`config.mk`:
```
export PLATFORM = sky130hd
export DESIGN_NAME = dotq_cell
export DESIGN_NICKNAME = d
export VERILOG_FILES = /design/src/hw/rtl/dotq_pkg.sv /design/src/hw/rtl/dotq_cell.sv
export SDC_FILE = /design/constraint.sdc
export NUM_CORES = 1
export LEC_CHECK = 0
export ABC_AREA = 1
export BUFFER_PORTS_ARGS = -buffer_cell sky130_fd_sc_hd__buf_4
export CORE_UTILIZATION = 50
export CTS_CLUSTER_SIZE = 16
export DETAILED_ROUTE_END_ITERATION = 8
export PLACE_DENSITY = 0.89
export SLEW_MARGIN = 15
export SYNTH_ARGS = -nofsm -noshare
export SYNTH_HDL_FRONTEND = slang
export SYNTH_SLANG_ARGS = --single-unit
```
`constraint.sdc`:
```
create_clock -name clk -period 4 [get_ports clk]
set_clock_uncertainty 0.1 [all_clocks]
set_input_delay 0.8 -clock clk [delete_from_list [all_inputs] [get_ports clk]]
set_output_delay 0.8 -clock clk [all_outputs]
set_load 0.01 [all_outputs]
```
`src/hw/rtl/dotq_pkg.sv`:
```
package dotq_pkg;

    localparam int DEPTH      = 16;
    localparam int TIME_BITS  = 32;
    localparam int ID_BITS    = 8;
    localparam int MODE_BITS  = 2;
    localparam int DELAY_BITS = 16;
    localparam int OUT_ID_BITS = 8;
    localparam int COUNT_BITS = $clog2(DEPTH + 1);

    localparam logic [MODE_BITS-1:0] MODE_SCHEDULE = 2'd0;
    localparam logic [MODE_BITS-1:0] MODE_TICK     = 2'd1;
    localparam logic [MODE_BITS-1:0] MODE_UPDATE   = 2'd2;
    localparam logic [MODE_BITS-1:0] MODE_NONE     = 2'd3;

    localparam logic [TIME_BITS-1:0] TIME_MAX = '1;

    typedef struct packed {
        logic                 valid;
        logic [TIME_BITS-1:0] deadline;
        logic [ID_BITS-1:0]   task_id;
    } entry_t;

    typedef struct packed {
        logic                 insert;
        logic                 pop;
        logic [TIME_BITS-1:0] deadline;
        logic [ID_BITS-1:0]   task_id;
        logic [TIME_BITS-1:0] time_now;
    } cell_ctrl_t;

endpackage

```
`src/hw/rtl/dotq_cell.sv`:
```
module dotq_cell import dotq_pkg::*;
(
    input  logic       clk,
    input  logic       rst_n,
    input  cell_ctrl_t ctrl,
    input  entry_t     prev_entry,
    input  logic       prev_ge,
    input  entry_t     next_entry,
    output entry_t     entry,
    output logic       ge,
    output logic       due
);

    logic                 valid_reg;
    logic [TIME_BITS-1:0] deadline_reg;
    logic [ID_BITS-1:0]   task_reg;
    entry_t               entry_next;
    logic                 load;

    assign entry = {valid_reg, deadline_reg, task_reg};
    assign ge    = !valid_reg || (deadline_reg >= ctrl.deadline);
    assign due   = valid_reg && (deadline_reg <= ctrl.time_now);

    // On a pop every cell takes its successor's entry. Otherwise a new item goes in at the first
    // cell whose deadline is equal or later; every cell behind it takes its predecessor's entry.
    always_comb
    begin
        entry_next = entry;
        load       = 1'b0;
        if (ctrl.pop)
        begin
            entry_next = next_entry;
            load       = 1'b1;
        end
        else if (ctrl.insert && ge)
        begin
            load = 1'b1;
            if (prev_ge)
            begin
                entry_next = prev_entry;
            end
            else
            begin
                entry_next.valid    = 1'b1;
                entry_next.deadline = ctrl.deadline;
                entry_next.task_id  = ctrl.task_id;
            end
        end
    end

    always_ff @(posedge clk or negedge rst_n)
    begin
        if (!rst_n)
        begin
            valid_reg <= 1'b0;
        end
        else if (load)
        begin
            valid_reg <= entry_next.valid;
        end
    end

    always_ff @(posedge clk)
    begin
        if (load)
        begin
            deadline_reg <= entry_next.deadline;
            task_reg     <= entry_next.task_id;
        end
    end

endmodule

```
# Word level (Yosys, flattened, before mapping)
# Index checks and enable logic that the tools add are counted.
[word_totals]
out_inout_bits = 43
ff_bits = 41
in_bits = 159
[classes]
n_mux = 5
n_reduce_logical = 6
order_cmp = 2
[ops]
columns = ["cell", "count"]
rows = [
  ["41-bit 2-to-1 mux", 3],
  ["32-bit greater-or-equal comparator", 1],
  ["32-bit <= comparator", 1],
  ["1-bit logical AND", 2],
  ["1-bit 2-to-1 mux", 2],
  ["2-bit AND reduction", 1],
  ["2-bit nonzero test", 1],
  ["1-bit logical NOT", 1],
  ["1-bit logical OR", 1],
]

# Depth between registers and ports, before layout
[logic_depth]
depth_word = 6
depth_mapped = 17
depth_no_buf = 17

# Worst setup path before layout
# Ideal clock, no wire load.
[synth_timing]
path_kind = "input port to output port"
start = "in ctrl[31] (netlist bit)"
end = "out due"
path_stages = 8
arrival_ns = 1.955
required_ns = 3.100
setup_slack_ns = 1.145
cell_sequence = "inv_1 -> ha_1 -> nand2_1 -> nor2_2 -> nor3b_2 -> nor3b_2 -> nand4_1 -> a21boi_1"
[synth_between]
elab_chain_cells = 2
[synth_rtl]
columns = ["item", "line", "text"]
rows = [
  ["start: declaration", "dotq_cell.sv:5", "input cell_ctrl_t ctrl,"],
  ["32-bit <= comparator", "dotq_cell.sv:22", "assign due = valid_reg && (deadline_reg <= ctrl.time_now);"],
  ["1-bit logical AND", "dotq_cell.sv:22", ""],
  ["end: declaration", "dotq_cell.sv:11", "output logic due"],
]
# No other way between the ends.

# Worst setup path in the final report
# Same ends and word-level chain as after synthesis.

==> flow_metrics.py <==
metrics = {
    "clock_tree": {
        "cts-root-buf": "clkbuf_8",
        "cts.sinks": 41,
        "clk_latency_ns": 0.29,
        "clk_pin_slew_worst_paths_ns": 0.09,
        "cts_max_path_buffers": 2,
        "post_cts_buffers": 0,
        "cts_buffers": 5,
        "cts_tree": "yes",
        "ctsResizeCount": 0,
        "ctsHoldBuffers": 0,
        "ctsHtreeMaxLevel": 2,
    },
    "final_layout": {
        "final_cells": 790,
        "final_cell_mix": "202 x buf_4, 112 x a21oi_1, 102 x nand2_1",
        "largest_register_ffs": 32,
        "syn_to_final_growth_pct": 44.8,
        "layout_commonest_cell": "buf_4",
        "nNetsFinal": 913,
        "diodes": 0,
        "drive_gt1_share_pct": 31.8,
    },
    "sta": {
        "slew_violations": 0,
        "setup_viol_count_final": 0,
        "final-hold-violation-count": 0,
        "post-route-min-period_ns": 3.18,
        "rsz0062_at_grt": "false",
        "setup_ws_ns": 0.823,
        "worstMarginPinSlew_ns": 0.740,
        "fmax_mhz": 315,
        "slew_headroom_pct": 50.7,
        "setup_tns_ns": 0,
        "min_period_over_period_pct": 79.4,
    },
    "power_and_ir_drop": {
        "combPwrFrac_pct": 39.7,
        "p_int_w": 0.000934,
        "p_leak_nw": 2.88,
        "power_frac_seq_pct": 40.6,
        "worst_ir_drop_vdd_mv": 0.170,
        "p_sw_share_pct": 33.3,
        "pwr-share-clk_pct": 19.7,
        "p_switching_w": 0.000466,
        "finalPower_w": 0.00140,
        "powerDensity_nw_per_um2": 259,
    },
    "placed_design": {
        "place_ws_ns": 0.818,
        "place_inst": 782,
        "gp_congestion": 0.861,
        "io_buffers": 201,
        "hpwl_um": 8830,
    },
    "floorplan": {
        "coreArea_um2": 7210,
        "rows": 31,
        "die_h_um": 88.4,
        "die_w_um": 88.4,
        "start_util_pct": 51.7,
        "pin_count": 202,
        "dieArea_um2": 7810,
    },
    "worst_setup_path": {
        "critPathRequiredTime_ns": 3.10,
        "reg2reg_from": "deadline_reg[7]$_DFFE_PP_",
        "endpoint_kind": "primary output",
        "reg2reg_slack_ns": 1.46,
        "rr_worst_depth": 14,
        "crit_type": "in -> out",
        "setup.worst_path.start_class": "input port",
        "worst_r2r_endpoint": "deadline_reg[10]$_DFFE_PP_",
        "critPathMaxFanout": 2,
        "arrival_ns": 2.28,
    },
    "yosys": {
        "synthCells": 499,
        "ys_ff_latch": 41,
        "yosysUniqueCellTypes": 22,
        "syn_avg_cell_area_um2": 7.47,
        "syn_nets": 722,
        "ys_top_cells_by_area": "edfxtp_1 32%, ha_1 21%, a21oi_1 15%, nand2_1 10%, inv_1 7.4%",
        "yosysTopAreaCellShare_pct": 32.2,
        "yosys_warnings": 0,
        "synthesis.area_um2": 3730,
        "synth_seq_area_share_pct": 32.9,
        "yosys.area.top_type": "edfxtp_1",
    },
    "global_routing": {
        "grt.busiest_layer": "met2",
        "grt_max_degree": 43,
        "track_usage_pct": 28.1,
        "grt_use_met2_pct": 52.4,
        "grt_pass1_wl_um": 17100,
        "use_met1_pct": 29.5,
        "grt_pass1_vias": 4168,
        "globalRouteMet3Util_pct": 5.60,
        "globalRouteOverflowTotal": 0,
        "antenna_found_initial": 0,
    },
    "routing": {
        "firstDrtPassIters": 4,
        "wl_per_cell_um": 14.1,
        "drt_wl_total_um": 11100,
        "detail-route-antenna-nets": 0,
        "drtIter0Drc": 159,
        "vias_per_cell": 5.22,
        "drcViolationCount": 0,
        "vias": 4122,
    },
    "run_status": {
        "outcome": "complete, no violations",
    },
    "run": {
        "cap_violations": 0,
    },
    "hold_path": {
        "min_path_type": "in -> async",
    },
}
-- per-layer routing --
metal  wire (um)  vias to the layer above
met2        5850                      169
met5           0                        -
met4         449                        0
met1        4160                     1869
li1            -                     2044
met3         677                       40
-- power by group through the flow --
stage | Sequential [W] | Combinational, W | Clock [W]
after global routing | 0.000575 | 0.000622 | 0.000303
after detailed placement | 0.000579 | 0.000553 | 0
after global placement | 0.000576 | 0.000530 | 0
final | 0.000569 | 0.000555 | 0.000276
after floorplan | 0.000592 | 0.000261 | 0
after CTS | 0.000569 | 0.000557 | 0.000281
-- synth_stat cells --
library cell,instances
o21ai_1,5
buf_4,1
nor2_1,52
a21boi_1,1
inv_2,3
nor3_1,3
o21ai_0,5
a21oi_1,112
nand3_1,2
ha_1,64
nand4_1,5
nor2_2,2
inv_1,74
nand2_2,3
clkbuf_1,18
o211ai_1,2
edfxtp_1,40
dfrtp_1,1
o21a_1,1
nand3b_1,1
nor3b_2,2
nand2_1,102
-- layout make-up --
type / instances / area (um^2)
inverters: 77 / 289
multi-input cells: 362 / 2140
well taps: 99 / 124
repair buffers: 203 / 1540
clock inverters: 3 / 17.5
clock buffers: 5 / 68.8
flip-flops and latches: 41 / 1230
fillers: 565 / 1810
-- worst max-delay path by stage --
stage	from	endpoint
5_1_grt	ctrl[31]	due
3_3_place_gp	ctrl[31]	due
4_1_cts	ctrl[31]	due
6_report	ctrl[31]	due
3_5_place_dp	ctrl[31]	due
2_1_floorplan	ctrl[31]	due
-- kinds of logic (layout without fill, tap and decap cells) --
logic type                 after synthesis  after routing  share of synthesized area (%)
DFF                                     41             41                           32.9
adders and majority gates               64             64                           21.5
AOI/OAI and AO/OA                      126            126                           17.2
and+or+nand+nor                        172            172                           18.7
buffers and inverters                   96            288                           9.76
-- metrics by stage --
| step | util [%] | hold slack [ns] | area [um^2] |
|---|---|---|---|
| floorplan | - | 0.404 | 3730 |
| global placement | 73.7 | 0.467 | 5320 |
| detailed placement | 73.7 | 0.478 | 5320 |
| CTS | 74.9 | 0.154 | 5400 |
| global route | 74.9 | 0.140 | 5400 |
| finish | 74.9 | 0.161 | 5400 |
-- worst max-delay path, cell delays in order --
cell and delay [ns]:
buf_4 0.08, inv_1 0.04, ha_1 0.28, nand2_1 0.09, nor2_2 0.13, nor3b_2 0.21, nor3b_2 0.23, nand4_1 0.10
a21boi_1 0.16, buf_4 0.15
Power figures use the tool's default switching activity.
